## src/design/onewire_scratchpad_receiver_defines.svh

```systemverilog
// assertion macros shared by the scratchpad receiver modules
`ifndef ONEWIRE_SCRATCHPAD_RECEIVER_DEFINES_SVH
`define ONEWIRE_SCRATCHPAD_RECEIVER_DEFINES_SVH

// same-cycle implication, checked out of reset
`define OWSR_ASSERT_NOW(label, ante, cons, msg) \
    label: assert property (@(posedge clk) disable iff (!rst_n) (ante) |-> (cons)) \
        else $error(msg);

// next-cycle implication, checked out of reset
`define OWSR_ASSERT_NXT(label, ante, cons, msg) \
    label: assert property (@(posedge clk) disable iff (!rst_n) (ante) |=> (cons)) \
        else $error(msg);

`endif

```

## src/design/owsr_pkg.sv

```systemverilog
// types, constants and crc function of the scratchpad receiver
package owsr_pkg;

    localparam int BUF_DEPTH = 16;
    localparam int BUF_IDX_W = (BUF_DEPTH > 1) ? $clog2(BUF_DEPTH) : 1;

    localparam int CMD_W    = 2;
    localparam int BYTE_W   = 8;
    localparam int INDEX_W  = 4;
    localparam int STATUS_W = 5;
    localparam int LEN_W    = 5;
    localparam int CRC_W    = 16;

    localparam logic [CMD_W-1:0] CMD_BYTE   = 2'd0;
    localparam logic [CMD_W-1:0] CMD_BUSERR = 2'd1;
    localparam logic [CMD_W-1:0] CMD_CLEAR  = 2'd2;
    localparam logic [CMD_W-1:0] CMD_READ   = 2'd3;

    localparam logic [BYTE_W-1:0] OPEN_CMD = 8'h0F;
    localparam logic [BYTE_W-1:0] MAX_LEN  = 8'd16;

    localparam logic [STATUS_W-1:0] ST_VALID   = 5'h01;
    localparam logic [STATUS_W-1:0] ST_LONG    = 5'h02;
    localparam logic [STATUS_W-1:0] ST_BUSERR  = 5'h04;
    localparam logic [STATUS_W-1:0] ST_CRCBAD  = 5'h08;
    localparam logic [STATUS_W-1:0] ST_OVERRUN = 5'h10;

    localparam logic [CRC_W-1:0] CRC_XOR = 16'hC001;

    typedef struct packed {
        logic [CMD_W-1:0]   cmd;
        logic [BYTE_W-1:0]  rx_byte;
        logic [INDEX_W-1:0] buf_index;
    } item_t;

    typedef struct packed {
        logic [STATUS_W-1:0] status;
        logic                frame_done;
        logic [BYTE_W-1:0]   row_addr;
        logic [LEN_W-1:0]    frame_len;
        logic [BYTE_W-1:0]   read_data;
    } result_t;

    // bytewise crc-16, reflected 0xa001
    function automatic logic [CRC_W-1:0] crc_byte(input logic [CRC_W-1:0] crc,
                                                  input logic [BYTE_W-1:0] b);
        logic [BYTE_W-1:0] c;
        logic [CRC_W-1:0]  ce;
        logic [CRC_W-1:0]  r;
        c  = b ^ crc[BYTE_W-1:0];
        ce = {{(CRC_W-BYTE_W){1'b0}}, c};
        r  = crc >> BYTE_W;
        if (^c)
        begin
            r = r ^ CRC_XOR;
        end
        r = r ^ (ce << 6) ^ (ce << 7);
        return r;
    endfunction

endpackage

```

## src/design/owsr_frame.sv

```systemverilog
// frame state, running crc, data buffer and status of the receiver
`include "onewire_scratchpad_receiver_defines.svh"

module owsr_frame
    import owsr_pkg::*;
(
    input  logic    clk,
    input  logic    rst_n,
    input  logic    fire,
    input  item_t   item,
    output result_t result
);

    localparam logic [2:0] PH_IDLE  = 3'd0;
    localparam logic [2:0] PH_ADDR  = 3'd1;
    localparam logic [2:0] PH_LEN   = 3'd2;
    localparam logic [2:0] PH_DATA  = 3'd3;
    localparam logic [2:0] PH_CRCLO = 3'd4;
    localparam logic [2:0] PH_CRCHI = 3'd5;

    logic [2:0]          phase_reg, phase_next;
    logic [BYTE_W-1:0]   frame_addr_reg, frame_addr_next;
    logic [LEN_W-1:0]    frame_length_reg, frame_length_next;
    logic [LEN_W-1:0]    byte_count_reg, byte_count_next;
    logic [CRC_W-1:0]    crc_accum_reg, crc_accum_next;
    logic [BYTE_W-1:0]   crc_low_byte_reg, crc_low_byte_next;
    logic [STATUS_W-1:0] status_bits_reg, status_bits_next;
    logic [BYTE_W-1:0]   frame_buffer_reg [BUF_DEPTH];

    logic                 done;
    logic [BYTE_W-1:0]    rd;
    logic                 wr_en;
    logic [BUF_IDX_W-1:0] wr_idx;
    logic [BUF_IDX_W-1:0] rd_idx;

    assign wr_idx = BUF_IDX_W'(byte_count_reg);
    assign rd_idx = BUF_IDX_W'(item.buf_index);

    always_comb
    begin
        phase_next        = phase_reg;
        frame_addr_next   = frame_addr_reg;
        frame_length_next = frame_length_reg;
        byte_count_next   = byte_count_reg;
        crc_accum_next    = crc_accum_reg;
        crc_low_byte_next = crc_low_byte_reg;
        status_bits_next  = status_bits_reg;
        done              = 1'b0;
        rd                = '0;
        wr_en             = 1'b0;
        unique case (item.cmd)
            CMD_BYTE:
            begin
                unique case (phase_reg)
                    PH_IDLE:
                    begin
                        if (item.rx_byte == OPEN_CMD)
                        begin
                            if ((status_bits_reg & ST_VALID) != '0)
                            begin
                                status_bits_next = status_bits_reg | ST_OVERRUN;
                            end
                            crc_accum_next  = '0;
                            byte_count_next = '0;
                            phase_next      = PH_ADDR;
                        end
                    end
                    PH_ADDR:
                    begin
                        frame_addr_next = item.rx_byte;
                        crc_accum_next  = crc_byte(crc_accum_reg, item.rx_byte);
                        phase_next      = PH_LEN;
                    end
                    PH_LEN:
                    begin
                        if (item.rx_byte > MAX_LEN)
                        begin
                            status_bits_next = status_bits_reg | ST_LONG;
                            phase_next       = PH_IDLE;
                        end
                        else
                        begin
                            frame_length_next = item.rx_byte[LEN_W-1:0];
                            crc_accum_next    = crc_byte(crc_accum_reg, item.rx_byte);
                            byte_count_next   = '0;
                            phase_next        = (item.rx_byte == '0) ? PH_CRCLO : PH_DATA;
                        end
                    end
                    PH_DATA:
                    begin
                        wr_en           = (32'(byte_count_reg) < BUF_DEPTH);
                        crc_accum_next  = crc_byte(crc_accum_reg, item.rx_byte);
                        byte_count_next = byte_count_reg + 1'b1;
                        if (byte_count_next >= frame_length_reg)
                        begin
                            phase_next = PH_CRCLO;
                        end
                    end
                    PH_CRCLO:
                    begin
                        crc_low_byte_next = item.rx_byte;
                        phase_next        = PH_CRCHI;
                    end
                    PH_CRCHI:
                    begin
                        if ({item.rx_byte, crc_low_byte_reg} != crc_accum_reg)
                        begin
                            status_bits_next = status_bits_next | ST_CRCBAD;
                        end
                        status_bits_next = status_bits_next | ST_VALID;
                        done             = 1'b1;
                        phase_next       = PH_IDLE;
                    end
                    default:
                    begin
                        phase_next = PH_IDLE;
                    end
                endcase
            end
            CMD_BUSERR:
            begin
                if (phase_reg == PH_DATA)
                begin
                    status_bits_next = status_bits_reg | ST_BUSERR;
                    phase_next       = PH_IDLE;
                end
            end
            CMD_CLEAR:
            begin
                status_bits_next = '0;
            end
            CMD_READ:
            begin
                if (32'(item.buf_index) < BUF_DEPTH)
                begin
                    rd = frame_buffer_reg[rd_idx];
                end
            end
            default:
            begin
                phase_next = phase_reg;
            end
        endcase
    end

    assign result.status     = status_bits_next;
    assign result.frame_done = done;
    assign result.row_addr   = frame_addr_next;
    assign result.frame_len  = frame_length_next;
    assign result.read_data  = rd;

    always_ff @(posedge clk or negedge rst_n)
    begin
        if (!rst_n)
        begin
            phase_reg        <= PH_IDLE;
            frame_addr_reg   <= '0;
            frame_length_reg <= '0;
            byte_count_reg   <= '0;
            crc_accum_reg    <= '0;
            crc_low_byte_reg <= '0;
            status_bits_reg  <= '0;
        end
        else if (fire)
        begin
            phase_reg        <= phase_next;
            frame_addr_reg   <= frame_addr_next;
            frame_length_reg <= frame_length_next;
            byte_count_reg   <= byte_count_next;
            crc_accum_reg    <= crc_accum_next;
            crc_low_byte_reg <= crc_low_byte_next;
            status_bits_reg  <= status_bits_next;
        end
    end

    always_ff @(posedge clk)
    begin
        if (fire && wr_en)
        begin
            frame_buffer_reg[wr_idx] <= item.rx_byte;
        end
    end

    `OWSR_ASSERT_NOW(a_len_bound, 1'b1, frame_length_reg <= LEN_W'(MAX_LEN),
        "frame length above limit")
    `OWSR_ASSERT_NOW(a_data_count, phase_reg == PH_DATA, byte_count_reg < frame_length_reg,
        "data phase with count at or past length")
    `OWSR_ASSERT_NXT(a_done_idle, fire && done, phase_reg == PH_IDLE && status_bits_reg[0],
        "completed frame did not return to idle with valid set")

endmodule

```

## src/design/onewire_scratchpad_receiver.sv

```systemverilog
// top level: input register, frame logic and result register
// an accepted item is registered in the input register, then its result in the result register
// throughput: one item per cycle when no result stall, limited by the single frame state update
// both stages advance together when the result register is free or being taken
// reset: async active low clears phase, crc, counters, status and valid flags
// buffer contents are not reset; the user must read back only after being written, unenforced here
`include "onewire_scratchpad_receiver_defines.svh"

module onewire_scratchpad_receiver
    import owsr_pkg::*;
(
    input  logic                clk,
    input  logic                rst_n,
    input  logic                item_valid,
    output logic                item_stall,
    input  logic [CMD_W-1:0]    cmd,
    input  logic [BYTE_W-1:0]   rx_byte,
    input  logic [INDEX_W-1:0]  buf_index,
    output logic                result_valid,
    input  logic                result_stall,
    output logic [STATUS_W-1:0] status,
    output logic                frame_done,
    output logic [BYTE_W-1:0]   row_addr,
    output logic [LEN_W-1:0]    frame_len,
    output logic [BYTE_W-1:0]   read_data
);

    logic    s1_valid_reg;
    item_t   s1_item_reg;
    logic    out_valid_reg;
    result_t out_reg;
    result_t result_next;
    logic    out_free;
    logic    fire;
    logic    take;

    assign out_free   = !out_valid_reg || !result_stall;
    assign fire       = s1_valid_reg && out_free;
    assign item_stall = s1_valid_reg && !out_free;
    assign take       = item_valid && !item_stall;

    owsr_frame u_frame
    (
        .clk    (clk),
        .rst_n  (rst_n),
        .fire   (fire),
        .item   (s1_item_reg),
        .result (result_next)
    );

    always_ff @(posedge clk or negedge rst_n)
    begin
        if (!rst_n)
        begin
            s1_valid_reg  <= 1'b0;
            out_valid_reg <= 1'b0;
        end
        else
        begin
            if (take)
            begin
                s1_valid_reg <= 1'b1;
            end
            else if (fire)
            begin
                s1_valid_reg <= 1'b0;
            end
            if (fire)
            begin
                out_valid_reg <= 1'b1;
            end
            else if (!result_stall)
            begin
                out_valid_reg <= 1'b0;
            end
        end
    end

    always_ff @(posedge clk)
    begin
        if (take)
        begin
            s1_item_reg.cmd       <= cmd;
            s1_item_reg.rx_byte   <= rx_byte;
            s1_item_reg.buf_index <= buf_index;
        end
        if (fire)
        begin
            out_reg <= result_next;
        end
    end

    assign result_valid = out_valid_reg;
    assign status       = out_reg.status;
    assign frame_done   = out_reg.frame_done;
    assign row_addr     = out_reg.row_addr;
    assign frame_len    = out_reg.frame_len;
    assign read_data    = out_reg.read_data;

    `OWSR_ASSERT_NOW(a_done_valid, out_valid_reg && out_reg.frame_done, out_reg.status[0],
        "frame done without valid status")
    `OWSR_ASSERT_NXT(a_fire_result, fire, out_valid_reg,
        "processed item did not reach result register")
    `OWSR_ASSERT_NXT(a_result_hold, out_valid_reg && result_stall,
        out_valid_reg && $stable(out_reg), "stalled result changed")

endmodule

```

## config.mk

```make
export PLATFORM = sky130hd
export DESIGN_NAME = onewire_scratchpad_receiver
export DESIGN_NICKNAME = d
export VERILOG_FILES = /design/src/design/owsr_pkg.sv /design/src/design/owsr_frame.sv /design/src/design/onewire_scratchpad_receiver.sv
export VERILOG_INCLUDE_DIRS = /design/src /design/src/design
export SDC_FILE = /design/constraint.sdc
export NUM_CORES = 1
export LEC_CHECK = 0
export ABC_CLOCK_PERIOD_IN_PS = 2900
export BUFFER_PORTS_ARGS = -buffer_cell sky130_fd_sc_hd__buf_2
export CAP_MARGIN = 20
export CELL_PAD_IN_SITES_DETAIL_PLACEMENT = 0
export CELL_PAD_IN_SITES_GLOBAL_PLACEMENT = 2
export CORE_MARGIN = 10
export CORE_UTILIZATION = 41
export DETAILED_ROUTE_END_ITERATION = 10
export GPL_TIMING_DRIVEN = 0
export PLACE_DENSITY = 0.86
export SYNTH_ARGS = -nofsm -noshare
export SYNTH_HDL_FRONTEND = slang
export SYNTH_SLANG_ARGS = --single-unit
```

## constraint.sdc

```tcl
create_clock -name clk -period 2.9 [get_ports clk]
set_input_delay 0.58 -clock clk [delete_from_list [all_inputs] [get_ports clk]]
set_output_delay 0.58 -clock clk [all_outputs]
set_load 0.03 [all_outputs]
```

; ---- Yosys cells after proc, flatten, opt, wreduce, memory -nomap -nowiden
; Memory sizes are Yosys's and may differ from the RTL's. A register that Yosys moved wholly into a read port is not among the register bits.
; Cells that the tools add are included.
; Widths: inputs -> output; s select.
[totals]
regBits = 85
mem_bits_rw = 128
output_inout_bits = 29
word_cells = 109
mem_count = 1
[mem_list]
columns = memory, words, word_bits, rd, rd_ports_with_merged_regs, wr, line
row1 = u_frame.frame_buffer_reg, 16, 8, 1, 1, 1, owsr_frame.sv:28  ; logic [BYTE_W-1:0] frame_buffer_reg [BUF_DEPTH];
[op_classes]
addsub = 1
magnitude_cmp = 3
eq_ne = 16
mux = 42
bitwise = 8
reduce_logical = 22
[op_table]
columns = op, n
row1 = $mux 16, 10
row2 = $pmux 16 s4, 1
row3 = $xor 16x14->16, 3
row4 = $xor 16x15->16, 3
row5 = $pmux 5 s3, 3
row6 = $mux 5, 7
row7 = $mux 3, 6
row8 = $mux 8, 2
row9 = $ne 16x16->1, 1
row10 = $pmux 3 s5, 1
row11 = $reduce_and 5->1, 3
row12 = $mux 1, 9
row13 = $eq 8x4->1 const B, 1
row14 = $gt 8x5->1 const B, 1
row15 = $logic_not 8->1, 1
row16 = $reduce_xor 8->1, 1
row17 = $xor 8x8->8, 1
row18 = $eq 3x2->1 const B, 2
row19 = $eq 3x3->1 const B, 2
row20 = $ne 2x1->1 const B, 3
row21 = $ne 3x2->1 const B, 2
row22 = $pmux 3 s2, 1
row23 = $add 5x1->5 const B, 1
row24 = $ge 5x5->1, 1
row25 = other kinds (17), 26

; ---- Depth between registers and ports, before layout
[depth]
depth_word = 10
ltp_mapped = 8

; ---- Modules after synthesis
; A second synthesis with hierarchy kept.
[unflattened]
hier_cells = 538
hier_area_um2 = 9200.1
[modules_own_cells]
columns = module, n_inst, cells_each, area_each_um2, seq_area_each_um2
row1 = owsr_frame, 1, 489, 7876.3, 5094.9
row2 = onewire_scratchpad_receiver, 1, 49, 1323.8, 1281.2

; ---- Least setup slack after synthesis
; Ideal clock, no wire load.
[synth_timing]
path_type = input -> register
startpoint = input result_stall
endpoint = memory u_frame.frame_buffer_reg[2][0] (enable)
setup_time_ps = 383
t_arrival_ps = 2930
t_required_ps = 2517
setup_slack_ps = -413
path_stages = 7
path_buffers = 1
cell_sequence = nand2_1 -> nand2_1 -> inv_1 -> buf_1 -> and4b_1 -> nand2_1 -> nor3_1
[synth_via]
elab_chain_len = 6
[synth_lines]
columns = item, line
row1 = from (decl), onewire_scratchpad_receiver.sv:20  ; input logic result_stall,
row2 = $logic_not 1->1, n/a
row3 = $logic_or 1x1->1, onewire_scratchpad_receiver.sv:37  ; assign out_free = !out_valid_reg || !result_stall;
row4 = $logic_and 1x1->1, onewire_scratchpad_receiver.sv:38  ; assign fire = s1_valid_reg && out_free;
row5 = named net fire, onewire_scratchpad_receiver.sv:34  ; logic fire;
row6 = $logic_and 1x1->1, owsr_frame.sv:178  ; if (fire && wr_en)
row7 = $mux 1, owsr_frame.sv:178
row8 = $mux 1 (not written as such), owsr_frame.sv:180  ; frame_buffer_reg[wr_idx] <= item.rx_byte;
row9 = to (decl), owsr_frame.sv:28
; The timed path passes the listed nets, and every way through them passes these cells.

; ---- Worst setup path after layout
[layout_timing]
startpoint = register out_valid_reg (netlist: result_valid)
endpoint = memory u_frame.frame_buffer_reg[7][1] (enable)
[layout_via]
elab_chain_len = 6
[layout_lines]
columns = item, line
row1 = from (decl), onewire_scratchpad_receiver.sv:30  ; logic out_valid_reg;
row2 = from (signal assigned), onewire_scratchpad_receiver.sv:56  ; out_valid_reg <= 1'b0;
row3 = from (signal assigned), onewire_scratchpad_receiver.sv:70  ; out_valid_reg <= 1'b1;
row4 = from (signal assigned), onewire_scratchpad_receiver.sv:74  ; out_valid_reg <= 1'b0;
row5 = $logic_not 1->1, onewire_scratchpad_receiver.sv:37
row6 = $logic_or 1x1->1, onewire_scratchpad_receiver.sv:37
row7 = $logic_and 1x1->1, onewire_scratchpad_receiver.sv:38
row8 = named net fire, onewire_scratchpad_receiver.sv:34
row9 = $logic_and 1x1->1, owsr_frame.sv:178
row10 = $mux 1, owsr_frame.sv:178
row11 = $mux 1 (not written as such), owsr_frame.sv:180
; The timed path passes the listed nets, and every way through them passes these cells.

==> results_dict.tcl <==
set metrics [dict create \
    synth_top_cell_by_area "edfxtp_1" \
    rows 54 \
    seq_area_sq_um 6380 \
    io_pins 47 \
    required_ns 3.03 \
    synth_top_cells_by_area "edfxtp_1, dfrtp_1, mux4_2, mux2_2, xnor2_1" \
    wl_per_cell_um 20.9 \
    mostFrequentLayoutCells "edfxtp_1, buf_2, dfrtp_1" \
    final.setup.worst_slack_ns 0.114 \
    fmax_mhz 359 \
    fin_worst_hold_slack_ns 0.0503 \
    area_growth_pct 16.1 \
    yosysTopAreaCellShare_pct 55.2 \
    antenna_found_initial 1 \
    cts_tree "built" \
    r2r-end "u_frame.frame_buffer_reg[7][1]" \
    cp.arrival_ns 2.92 \
    nets 660 \
    r2r_slack_ns 0.11 \
    drive_gt1_share_pct 30.0 \
    grt_pass1_wl_mm 29.8 \
    postRouteAntennaNets 0 \
    clkLatencyLatePin_ns 0.51 \
    drc 0 \
    slowest_stage "nor2_1" \
    numPortBuffers 46 \
    maxCapViolations 0 \
    synth_edf_count 169 \
    die_x_um 170 \
    via_per_inst 5.28 \
    die_area_sq_um 28800 \
    synth_cell_types 40 \
    place_inst 875 \
    power_density_nw_per_um2 804 \
    setup_viol 0 \
    period_needed_ns 2.79 \
    ys_seq_area_share_pct 69.3 \
    cp_top_family "simple AND/OR/NAND/NOR gates" \
    dp_slack_ns -0.870 \
    grt_overflow_total 0 \
    largest_reg_flops 128 \
    path_buf_inv 2 \
    rsz0062_at_grt "true" \
    irDropWorstVdd_v 0.000377 \
    cts_htree_levels 1 \
    start_util_pct 41.9 \
    p_leak_uw 0.00394 \
    min_period_over_period_pct 96.1 \
    path_class "reg2reg" \
    grt_pass1_vias 5261 \
    power_uw 8590 \
    finalMaxSlewViolations 0 \
    worst-path-max-fanout 36 \
    synth_top_flop_cell "edfxtp_1" \
    final_common_cell "edfxtp_1" \
    critPathMostFrequentCell "nand2_1" \
    first_iter_violations 338 \
    die_h_um 170 \
    syn_area_sq_um 9200 \
    grt_usage_pct 13.3 \
    numCtsBuffers 23 \
    finClkSkew_ns 0.0140 \
    clkTransAtPathRegs_ns 0.06 \
    root_buffer "clkbuf_16" \
    hpwl_mm 13.1 \
    ys_seq_elements 221 \
    drtPass1Iterations 4 \
    timing.rr.start "result_valid" \
    async_flop_share_pct 23.5 \
    synth_nets 573 \
    diodes 0 \
    routed_wl_mm 19.4 \
    max_slew.worst_pin.slew_ns 0.993 \
    cts_sinks 221 \
    via_count 4908 \
    grt_max_degree 37 \
    core_sq_um 22000 \
    startpoint "result_valid" \
    cpPeakStageDelay_ns 0.70 \
    synthCells 546 \
    crit_chain "nand2_1 > nand2_1 > inv_1 > buf_6 > and4b_1 > nand2_1 > nor2_1" \
    multi_input_comb_area_sq_um 2710 \
    max-slew-margin-rel_pct 33.8 \
    synth_area_per_cell_sq_um 16.9 \
    r2r_cells 7 \
    hp-class "in2async" \
    fill_cells 1804 \
    outcome "complete, no violations" \
    clockBufferDepth 3 \
    synth_warnings 0 \
    endpoint_kind "register" \
    gp_congestion 0.830 \
    finalHoldViolCount 0 \
    start_kind "register" \
    final_cell_count_no_fill 929 \
]
[where the power goes]
group | internal [uW] | switching (uW) | leakage (uW)
Sequential | 3750 | 240 | 0.00224
Combinational | 746 | 953 | 0.00133
Clock | 1720 | 1170 | 0.000362
[metal layers]
layer | global-route usage (%) | routed length [um] | part of all wire, %
met1 | 17.7 | 8380 | 43
met2 | 21.9 | 9380 | 48
met5 | 0 | 0 | 0
met3 | 2.72 | 1330 | 6.8
met4 | 3.43 | 319 | 1.6
[cell usage after synthesis (9+ instances only)]
cell type,instances
xor2_1,11
mux2_2,38
clkbuf_1,14
inv_1,10
nor2_1,26
nand2_1,41
ha_1,9
and3_1,9
o31ai_1,10
o21ai_0,11
xnor2_1,31
dfrtp_1,52
edfxtp_1,169
mux4_2,40
[through the flow]
step | TNS [ns] | cell area [sq um] | utilization (%)
finish | 0 | 10700 | 48.7
global route | -0.808 | 10700 | 48.7
CTS | 0 | 10600 | 48.2
detailed placement | -85.39 | 9830 | 44.8
global placement | -83.12 | 9800 | 44.6
floorplan | -0.0686 | 9220 | -
[repair_timing]
item	in CTS	in global routing
hold endpoints to repair	0	0
pin swaps	0	0
hold buffers	0	0
resized for setup	5	4
setup endpoints to repair	132	143
buffers inserted	1	12
[cell families after synthesis]
family,after synthesis,synth area share [%]
buffers and inverters,35,1.52
XOR/XNOR,42,4.00
adder cells (fa/ha/maj),9,1.22
AND/OR/NAND/NOR,117,6.13
AO/OA/AOI/OAI,44,3.39
flip-flops,221,69.3
multiplexers,78,14.4
[final cells by class]
type,count,share of cell area (%)
plain buffers,25,1.03
clock buffers,26,5.49
inverters,10,0.351
well taps,280,3.28
multi-input cells,290,25.4
repair buffers,62,3.35
flip-flops and latches,221,59.7
clock inverters,15,1.44
[how the worst max path moves through the flow]
stage                                          end  slack (ns)  cells past startpoint
finish              u_frame.frame_buffer_reg[7][1]        0.11                      7
CTS                 u_frame.frame_buffer_reg[7][6]      0.0003                      7
global route        u_frame.frame_buffer_reg[7][1]       -0.05                      7
global placement    u_frame.frame_buffer_reg[0][7]       -0.94                      8
detailed placement  u_frame.frame_buffer_reg[0][7]       -0.87                      9
floorplan           u_frame.frame_buffer_reg[0][0]      -0.004                      7
Power figures use the tool's default switching activity.
